`src/rtl/csws_pkg.sv`:
```
// Shared types and constants for the sub-rectangle sum counter.
package csws_pkg;

   localparam int GRID_W     = 7;
   localparam int TARGET_W   = 16;
   localparam int DIGIT_W    = 4;
   localparam int COUNT_W    = 23;
   localparam int PREFIX_W   = 16;
   localparam int COLRUN_W   = PREFIX_W + 1;
   localparam int WANT_W     = PREFIX_W + 2;
   localparam int CSR_IDX_W  = 1;
   localparam int CSR_DATA_W = 16;

   localparam logic [CSR_IDX_W-1:0] CSR_GRID_SIZE  = 1'b0;
   localparam logic [CSR_IDX_W-1:0] CSR_TARGET_SUM = 1'b1;

   localparam logic [GRID_W-1:0]   GRID_RESET   = 7'd64;
   localparam logic [TARGET_W-1:0] TARGET_RESET = 16'd1;

   typedef enum logic [2:0] {
      S_IDLE,
      S_WRITE,
      S_FETCH,
      S_COL,
      S_LO,
      S_HI,
      S_DONE
   } state_type;

   typedef struct packed {
      logic load_read;
      logic load_write;
      logic fetch;
      logic col;
      logic lo_run;
      logic hi_run;
      logic out_load;
   } cmd_type;

   typedef struct packed {
      logic last_cell;
      logic lo_step;
      logic hi_step;
      logic pair_end;
      logic sweep_end;
      logic rsp_free;
   } sts_type;

endpackage

```
`src/rtl/csws_ctrl.sv`:
```
// Controller state machine for loading and the row-pair sweep.
module csws_ctrl (
   input  logic              clock,
   input  logic              reset,
   input  logic              req_valid,
   output logic              req_stall,
   input  csws_pkg::sts_type sts,
   output csws_pkg::cmd_type cmd
);
   import csws_pkg::*;

   state_type state_ff, state_in;

   always_ff @(posedge clock) begin
      if (reset) begin
         state_ff <= S_IDLE;
      end else begin
         state_ff <= state_in;
      end
   end

   always_comb begin
      state_in = state_ff;
      unique case (state_ff)
         S_IDLE:  if (req_valid) state_in = S_WRITE;
         S_WRITE: state_in = sts.last_cell ? S_FETCH : S_IDLE;
         S_FETCH: state_in = S_COL;
         S_COL:   state_in = S_LO;
         S_LO:    if (!sts.lo_step) state_in = S_HI;
         S_HI: begin
            if (!sts.hi_step) begin
               state_in = (sts.pair_end && sts.sweep_end) ? S_DONE : S_FETCH;
            end
         end
         S_DONE:  if (sts.rsp_free) state_in = S_IDLE;
         default: state_in = S_IDLE;
      endcase
   end

   always_comb begin
      cmd            = '0;
      cmd.load_read  = (state_ff == S_IDLE) && req_valid;
      cmd.load_write = (state_ff == S_WRITE);
      cmd.fetch      = (state_ff == S_FETCH);
      cmd.col        = (state_ff == S_COL);
      cmd.lo_run     = (state_ff == S_LO);
      cmd.hi_run     = (state_ff == S_HI);
      cmd.out_load   = (state_ff == S_DONE) && sts.rsp_free;
   end

   assign req_stall = (state_ff != S_IDLE);

   a_write_after_read: assert property (@(posedge clock) disable iff (reset)
      cmd.load_read |=> state_ff == S_WRITE)
      else $error("load read not followed by write");

   a_col_after_fetch: assert property (@(posedge clock) disable iff (reset)
      cmd.fetch |=> cmd.col)
      else $error("fetch not followed by column step");

   a_stall_busy: assert property (@(posedge clock) disable iff (reset)
      (cmd.lo_run || cmd.hi_run || cmd.col) |-> req_stall)
      else $error("request open during sweep");

endmodule

```
`config.mk`:
```
export PLATFORM = sky130hd
export DESIGN_NAME = csws_ctrl
export DESIGN_NICKNAME = d
export VERILOG_FILES = /design/src/rtl/csws_pkg.sv /design/src/rtl/csws_ctrl.sv
export SDC_FILE = /design/constraint.sdc
export NUM_CORES = 1
export LEC_CHECK = 0
export BUFFER_PORTS_ARGS = -buffer_cell sky130_fd_sc_hd__buf_2
export CORE_AREA = 5 5 42 44
export CTS_BUF_LIST = sky130_fd_sc_hd__clkbuf_16
export CTS_CLUSTER_DIAMETER = 50
export CTS_CLUSTER_SIZE = 10
export DETAILED_ROUTE_END_ITERATION = 12
export DIE_AREA = 0 0 47 49
export PLACE_DENSITY = 0.52
export SYNTH_ARGS = -nofsm -noshare
export SYNTH_HDL_FRONTEND = slang
export SYNTH_SLANG_ARGS = --single-unit
export TNS_END_PERCENT = 10
```
`constraint.sdc`:
```
create_clock -name clock -period 1.3 [get_ports clock]
set_input_delay 0.26 -clock clock [delete_from_list [all_inputs] [get_ports clock]]
set_output_delay 0.26 -clock clock [all_outputs]
set_load 0.01 [all_outputs]
```
---- Word level (Yosys, flattened, before mapping) ----
Cells that the tools add are included.
word-level totals
  register bits after elaboration ......... 3
  input bits .............................. 9
  output and inout bits ................... 8
  logic and storage cells ................. 24
cells by class
  equality and inequality tests ........... 10
  mux-type cells .......................... 7
  reductions and logical operators ........ 6
operators with widths
  cell                                                             count
  3-bit case mux with 7 select lines                               1
  3-bit two-way mux                                                5
  3-bit == test, second input constant                             3
  2-bit != test, second input constant                             4
  3-bit by 2-bit == test with 1-bit output, second input constant  2
  4-bit AND reduction                                              1
  3-bit by 1-bit == test with 1-bit output, second input constant  1
  1-bit logical AND                                                3
  3-bit logical NOT                                                1
  3-bit nonzero test                                               1
  2-bit two-way mux                                                1

---- Logic depth before layout (Yosys ltp) ----
Gate-level depths: netlist (run 1).
  word-level depth ........................ 4
  depth in mapped cells ................... 4
  mapped depth without buffers ............ 3

---- Least setup slack after synthesis (run 1) ----
OpenSTA, ideal clock, no wires.
  path kind ............................... reg2out
  start ................................... register state_ff[0]
  end ..................................... output cmd[6] in the netlist's numbering
  arrival time ............................ 1.020 ns
  data required time ...................... 1.040 ns
  slack ................................... 0.020 ns
  cell stages (with the launch flop) ...... 4
  path buffers ............................ 1
  cell sequence ........................... dfxtp_1 buf_4 or3_4 nor2_1
RTL lines
  element                 RTL line         text
  start, declared         csws_ctrl.sv:12  state_type state_ff, state_in;
  start signal, assigned  csws_ctrl.sv:18  state_ff <= state_in;
  end, declared           csws_ctrl.sv:8   output csws_pkg::cmd_type cmd

==> results.yml, run 1 <==
clock_network:
  numCtsBuffers: 3
  ctsHoldBuffers: 0
  clk_latency_ns: 0.22
  path_clk_slew_ns: 0.03
  cts_setup_buffers: 0
  tritoncts: "built"
  cts_sinks: 3
  clockBufferDepth: 2
  cts_root_buf: "clkbuf_16"
  htreeDepth: 1
timing:
  hold_viol_final: 0
  setup_ws_ns: -0.0969
  hold_slack_ns: 0.229
  drv_slew: 0
  min_period_ns: 1.40
  worst_pin_slew_ns: 0.185
  max_freq_mhz: 716
  maxSlewHeadroom: 0.876
  setup_viol: 5
  grt_setup_unrepaired: "true"
  finalCritPeriodShare: 1.07
  skew_ns: 0.000116
synthesis:
  ys_seq_area_frac: 0.213
  synth_top_family_by_area: "simple AND/OR/NAND/NOR gates"
  synth_edf_count: 0
  synthAdderAreaFrac: 0
  synthFlopType: "dfxtp_1"
  async_reset_ff_frac: 0
  synth-xor-area-share: 0
  syn_nets: 47
  synth_cell_type_count: 23
  synth-seq-cells: 3
  ys_warn_count: 0
  synth_compound_area_frac: 0.178
  synthCells: 38
  syn_area_sq_um: 282
  synthMuxAreaShare: 0
  avgSynthCellArea_sq_um: 7.41
  yosys.area_share.simple: 0.516
worst_setup_path:
  critPathMaxStageDelay_ns: 0.37
  path_cells: "or3_4 -> nor2_1 -> buf_2"
  critPathMaxFanout: 4
  cp.required_ns: 1.04
  critPathArrivalTime_ns: 1.14
  endpoint_kind: "output pin"
  path_class: "reg2out"
  slowest_stage: "or3_4"
  cp-start-kind: "register"
min_path:
  hp-class: "in2reg"
finish:
  nFillCells: 160
  largest_reg_flops: 3
  num_antenna_cells: 0
  layout-drive-gt1-share: 0.525
  largest_registers: "state_ff (3)"
  syn_to_final_growth_pct: 68.4
  nets: 69
  largest_register: "state_ff"
  layout_commonest_cell: "buf_2"
  layout_common_cells: "buf_2 (16), nor2_1 (5)"
die:
  start_util: 0.201
  rows: 14
  io_pins: 17
  coreArea_sq_um: 1400
  die_h_um: 49
  die_area_sq_um: 2300
  die_x_um: 47
detailed_routing:
  routedWlPerCell_um: 9.64
  drc: 0
  drt_iter0_drc: 5
  detail-route-antenna-nets: 0
  wl_um: 723
  via_per_inst: 4.21
  drtPass1Iterations: 4
  vias: 316
pwr:
  powerDensity_nw_per_um2: 1770
  ir_worst_vdd_v: 0.000573
  p_sw_frac: 0.245
  seqPwrFrac: 0.150
  p_int_w: 0.000634
  combinationalPowerShare: 0.286
  pwr-share-clk: 0.564
  leakage_nw: 0.227
  switching_power_w: 0.000206
  power_w: 0.000839
global_routing:
  grt_overflow: 0
  grt_pass1_wl_um: 1220
  grt_pass1_vias: 317
  antenna_found_initial: 0
  track_usage: 0.0718
  grt_start_max_net_pins: 10
place:
  pre_cts_ws_ns: 0.125
  io_buffers: 16
  gp_congestion: 0.719
  hpwl_um: 577
run:
  max_cap_viol_count: 0
outcome:
  status: "finished, violations left"
  violations: "negative setup slack"
layout make-up:
type                            instances  area (sq um)  area share
Sequential cell                         3          62.6       0.132
Multi-Input combinational cell         31           203       0.427
Clock buffer                            3          75.1       0.158
Clock inverter                          1          3.75     0.00792
Timing Repair Buffer                   19           103       0.216
Tap cell                               16          20.0      0.0422
Inverter                                2          7.51      0.0158
synth_stat cells (2+ instances only):
library cell / count / area, sq um
dfxtp_1: 3 / 60.1
a21oi_1: 2 / 10.0
o21ai_0: 2 / 10.0
inv_1: 2 / 7.51
nor2_1: 5 / 18.8
nand2_1: 2 / 7.51
and2_1: 3 / 18.8
nand2b_1: 4 / 25.0
repair_timing:
item                       in CTS  in global routing
setup endpoints to repair       8                  8
resized for setup               3                  0
pin swaps                       1                  0
hold endpoints to repair        0                  0
through the flow:
step	instance area (sq um)	cells	util	setup TNS (ns)
finish	474	75	0.338	-0.325
global route	474	75	0.338	-0.635
CTS	474	75	0.338	-0.379
detailed placement	385	71	0.275	0
global placement	385	71	0.275	0
floorplan	282	38	-	0
power groups by stage:
| stage | logic, W | registers (W) | clock network, W |
|---|---|---|---|
| global route | 0.000268 | 0.000129 | 0.000491 |
| CTS | 0.000244 | 0.000126 | 0.000480 |
| floorplan | 0.000169 | 0.000119 | 0 |
| finish | 0.000240 | 0.000126 | 0.000473 |
| global placement | 0.000238 | 0.000124 | 0 |
| detailed placement | 0.000235 | 0.000124 | 0 |
layer usage:
| layer | up-vias | track usage | share of wire |
|---|---|---|---|
| met1 | 135 | 0.0943 | 0.49 |
| met3 | 0 | 0.0221 | 0.083 |
| met5 | - | 0 | 0 |
| met4 | 0 | 0.0415 | 0 |
| li1 | 169 | - | - |
| met2 | 12 | 0.0995 | 0.42 |
kinds of logic after synthesis:
group	Yosys count
AND/OR/NAND/NOR	23
buffers and inverters	4
flip-flops	3
AO/OA/AOI/OAI	8
path summary, 6_finish.rpt:
kind,from,endpoint,slack (ns),depth (start not counted)
max reg2reg,state_ff[2],state_ff[2],0.24,4
min,reset,state_ff[2],0.23,2
max,state_ff[1],cmd[6],-0.1,3
min reg2reg,state_ff[2],state_ff[0],0.59,3
critical path: cells and delay by family (launching register included):
| family | cells | cell delay (ns) |
|---|---|---|
| flip-flops | 1 | 0.32 |
| buffers and inverters | 1 | 0.13 |
| AND/OR/NAND/NOR | 2 | 0.46 |
Power figures use the tool's default switching activity.
==> run 2, diff against run 1 <==
Settings changed: SKIP_LAST_GASP set to 1.
==> results.yml, run 2 (synthesized netlist as in run 1, its figures left out) <==
die:
  rows: 14
  die_h_um: 49
  start_util: 0.201
  die_x_um: 47
  io_pins: 17
  die_area_sq_um: 2300
  coreArea_sq_um: 1400
finish:
  nets: 69
  syn_to_final_growth_pct: 65.8
  utilization: 0.333
  nFillCells: 160
  largest_registers: "state_ff (3)"
  layout_commonest_cell: "buf_2"
  largest_reg_flops: 3
  num_antenna_cells: 0
  largest_register: "state_ff"
  layout-drive-gt1-share: 0.508
  layout_common_cells: "buf_2 (16), nor2_1 (5), nand2b_1 (4)"
min_path:
  min_delay_path_depth: 2
  hp-class: "in2reg"
pwr:
  ir_worst_vdd_v: 0.000573
  leakage_nw: 0.224
  powerDensity_nw_per_um2: 1780
global_routing:
  grt_pass1_wl_um: 1220
  grt_start_max_net_pins: 10
  track_usage: 0.0718
  grt_pass1_vias: 317
  antenna_found_initial: 0
  grt_overflow: 0
timing:
  setup_viol: 8
  hold_viol_final: 0
  maxSlewHeadroom: 0.876
  min_period_ns: 1.40
  setup_ws_ns: -0.0968
  finalCritPeriodShare: 1.07
  worst_pin_slew_ns: 0.185
  skew_ns: 0.000116
  grt_setup_unrepaired: "true"
  drv_slew: 0
  max_freq_mhz: 716
  hold_slack_ns: 0.229
detailed_routing:
  drt_iter0_drc: 6
  vias: 320
  detail-route-antenna-nets: 0
  drc: 0
  wl_um: 727
  via_per_inst: 4.27
  drtPass1Iterations: 4
  routedWlPerCell_um: 9.69
clock_network:
  cts_sinks: 3
  clk_latency_ns: 0.22
  path_clk_slew_ns: 0.03
  cts_root_buf: "clkbuf_16"
  tritoncts: "built"
  htreeDepth: 1
  clockBufferDepth: 2
  ctsHoldBuffers: 0
  numCtsBuffers: 3
place:
  hpwl_um: 577
  io_buffers: 16
  gp_congestion: 0.719
outcome:
  status: "finished, violations left"
  violations: "negative setup slack"
worst_setup_path:
  cp_top_family: "simple AND/OR/NAND/NOR gates"
  critPathMaxStageDelay_ns: 0.37
  path_depth: 3
  critPathArrivalTime_ns: 1.14
  crit_buf_inv: 1
  slowest_stage: "or3_4"
  r2r_cells: 4
  path_class: "reg2out"
  path_cells: "or3_4 -> nor2_1 -> buf_2"
  endpoint_kind: "output pin"
  critPathMaxFanout: 4
  cp-start-kind: "register"
  cp.required_ns: 1.04
run:
  max_cap_viol_count: 0
==> run 2: cell counts in the layout (fill, tap and decap cells not counted) <==
No cell type changed its count.
==> run 2: power breakdown <==
group / switching (W) / internal (W)
sequential: 0.0000153 / 0.000110
clock: 0.0000772 / 0.000396
combinational: 0.000111 / 0.000122
==> run 2: metrics by stage <==
step / setup TNS (ns) / setup slack [ns] / std cells / instance area (sq um) / power [W]
4_1_cts: -0.452 / -0.105 / 75 / 467 / 0.000842
2_1_floorplan: 0 / 0.0201 / 38 / 282 / 0.000288
3_3_place_gp: 0 / 0.138 / 71 / 385 / 0.000362
6_report: -0.395 / -0.0968 / 75 / 467 / 0.000833
3_5_place_dp: 0 / 0.125 / 71 / 385 / 0.000359
5_1_grt: -0.749 / -0.125 / 75 / 467 / 0.000881
==> run 2: area by class of cell <==
cell class                      instances  area, sq um  area share
Sequential cell                         3         62.6       0.134
Multi-Input combinational cell         31          195       0.418
Inverter                                2         7.51      0.0161
Clock inverter                          1         3.75     0.00804
Timing Repair Buffer                   19          103       0.220
Tap cell                               16         20.0      0.0429
Clock buffer                            3         75.1       0.161
==> run 2: repair_timing <==
action	in CTS	in global routing
endpoints found under the hold margin	0	0
endpoints found under the setup margin	8	8
setup buffers	0	0
pin swaps	0	0
resized for setup	2	0
==> run 2: worst paths after layout <==
kind | from | to | slack, ns
max | state_ff[1] | cmd[6] | -0.1
min | reset | state_ff[2] | 0.23
max reg2reg | state_ff[2] | state_ff[2] | 0.24
min reg2reg | state_ff[2] | state_ff[0] | 0.59
==> run 2: worst reg2reg max path, stage by stage, from the launching register on <==
cell	delay, ns
dfxtp_2	0.36
buf_4	0.15
nor3b_2	0.15
o21ai_1	0.07
a311oi_1	0.24
==> run 2: metal layers <==
layer,vias up,GRT usage,wire (um)
li1,169,-,-
met5,-,0,0
met1,137,0.0943,354
met2,14,0.0995,310
met4,0,0.0415,0
met3,0,0.0221,63
==> run 3, diff against run 2 <==
Settings changed: SETUP_SLACK_MARGIN set to 0.4.
==> results.yml, run 3 (synthesized netlist as in run 1, its figures left out) <==
worst_setup_path:
  critPathMaxStageDelay_ns: 0.41
  path_class: "reg2out"
  timing.rr.start: "state_ff[2]"
  critPathArrivalTime_ns: 1.15
  cp-start-kind: "register"
  endpoint_kind: "output pin"
  critPathMaxFanout: 4
  slowest_stage: "or3_4"
  path_cells: "or3_4 -> nor2_4 -> buf_6"
  cp.required_ns: 1.04
  crit_path_start: "state_ff[1]"
detailed_routing:
  via_per_inst: 4.11
  vias: 312
  detail-route-antenna-nets: 0
  routedWlPerCell_um: 10.1
  drtPass1Iterations: 2
  drt_iter0_drc: 3
  drc: 0
  wl_um: 771
clock_network:
  ctsHoldBuffers: 0
  path_clk_slew_ns: 0.03
  htreeDepth: 1
  tritoncts: "built"
  cts_root_buf: "clkbuf_16"
  clk_latency_ns: 0.22
  numCtsBuffers: 3
  clockBufferDepth: 2
  cts_sinks: 3
outcome:
  status: "finished, violations left"
  violations: "negative setup slack"
place:
  place_area_sq_um: 400
  hpwl_um: 601
  gp_congestion: 0.728
  io_buffers: 16
  pre_cts_ws_ns: 0.102
finish:
  largest_reg_flops: 3
  layout_common_cells: "buf_2 (15), nor2_1 (4), buf_4 (4)"
  utilization: 0.354
  final_area_sq_um: 495
  layout_commonest_cell: "buf_2"
  num_antenna_cells: 0
  largest_register: "state_ff"
  layout-drive-gt1-share: 0.550
  syn_to_final_growth_pct: 76.0
  nets: 70
  largest_registers: "state_ff (3)"
timing:
  setup_ws_ns: -0.109
  drv_slew: 0
  grt_setup_unrepaired: "true"
  setup_tns_ns: -0.323
  min_period_ns: 1.41
  worst_pin_slew_ns: 0.195
  max_freq_mhz: 710
  finalCritPeriodShare: 1.08
  hold_viol_final: 0
  setup_viol: 7
  skew_ns: 0.00121
  maxSlewHeadroom: 0.869
  hold_slack_ns: 0.237
die:
  coreArea_sq_um: 1400
  start_util: 0.201
  io_pins: 17
  die_h_um: 49
  die_area_sq_um: 2300
  die_x_um: 47
  rows: 14
min_path:
  hp-class: "in2reg"
  worstHoldStart: "reset"
pwr:
  leakage_nw: 0.234
  ir_worst_vdd_v: 0.000591
  powerDensity_nw_per_um2: 1780
run:
  max_cap_viol_count: 0
global_routing:
  grt_pass1_wl_um: 1350
  antenna_found_initial: 0
  grt_overflow: 0
  grt_pass1_vias: 319
  grt_start_max_net_pins: 8
  track_usage: 0.0865
==> run 3: final timing paths <==
kind,endpoint,slack [ns],cells after the start
setup / recovery,cmd[6],-0.11,3
setup reg to reg,state_ff[2],0.23,4
hold reg to reg,state_ff[0],0.62,3
hold / removal,state_ff[0],0.24,2
==> run 3: worst max-delay path, delay by kind of cell (launching register included) <==
kind                   cells  cell delay [ns]
and+or+nand+nor            2             0.50
DFF                        1             0.32
buffers and inverters      1             0.10
==> run 3: layer usage <==
metal / part of all wire / wire length, um / up-vias / track usage
li1: - / - / 171 / -
met1: 0.47 / 365 / 128 / 0.120
met2: 0.41 / 318 / 13 / 0.0973
met3: 0.11 / 88 / 0 / 0.0369
met4: 0 / 0 / 0 / 0.0691
met5: 0 / 0 / - / 0
==> run 3: where the power goes <==
part / total (W) / switching, W / internal (W)
clock network: 0.000486 / 0.0000885 / 0.000397
logic: 0.000266 / 0.000122 / 0.000144
registers: 0.000129 / 0.0000190 / 0.000110
total: 0.000881 / 0.000230 / 0.000651
==> run 3: through the flow <==
stage          cells  power (W)
6_report          76   0.000881
5_1_grt           76   0.000943
4_1_cts           76   0.000888
3_5_place_dp      72   0.000378
3_3_place_gp      72   0.000380
2_1_floorplan     38   0.000298
==> run 3: cell type report <==
cell class,count,area (sq um)
Tap cell,16,20.0
Timing Repair Buffer,20,116
Clock inverter,1,3.75
Inverter,2,7.51
Sequential cell,3,62.6
Fill cell,148,906
Multi-Input combinational cell,31,210
Clock buffer,3,75.1
==> run 3: what timing repair did <==
| item | 4_1_cts | 5_1_grt |
|---|---|---|
| buffers inserted | 0 | 0 |
| endpoints found under the setup margin | 11 | 11 |
| pin swaps | 1 | 1 |
| endpoints found under the hold margin | 0 | 0 |
| resized for setup | 2 | 2 |
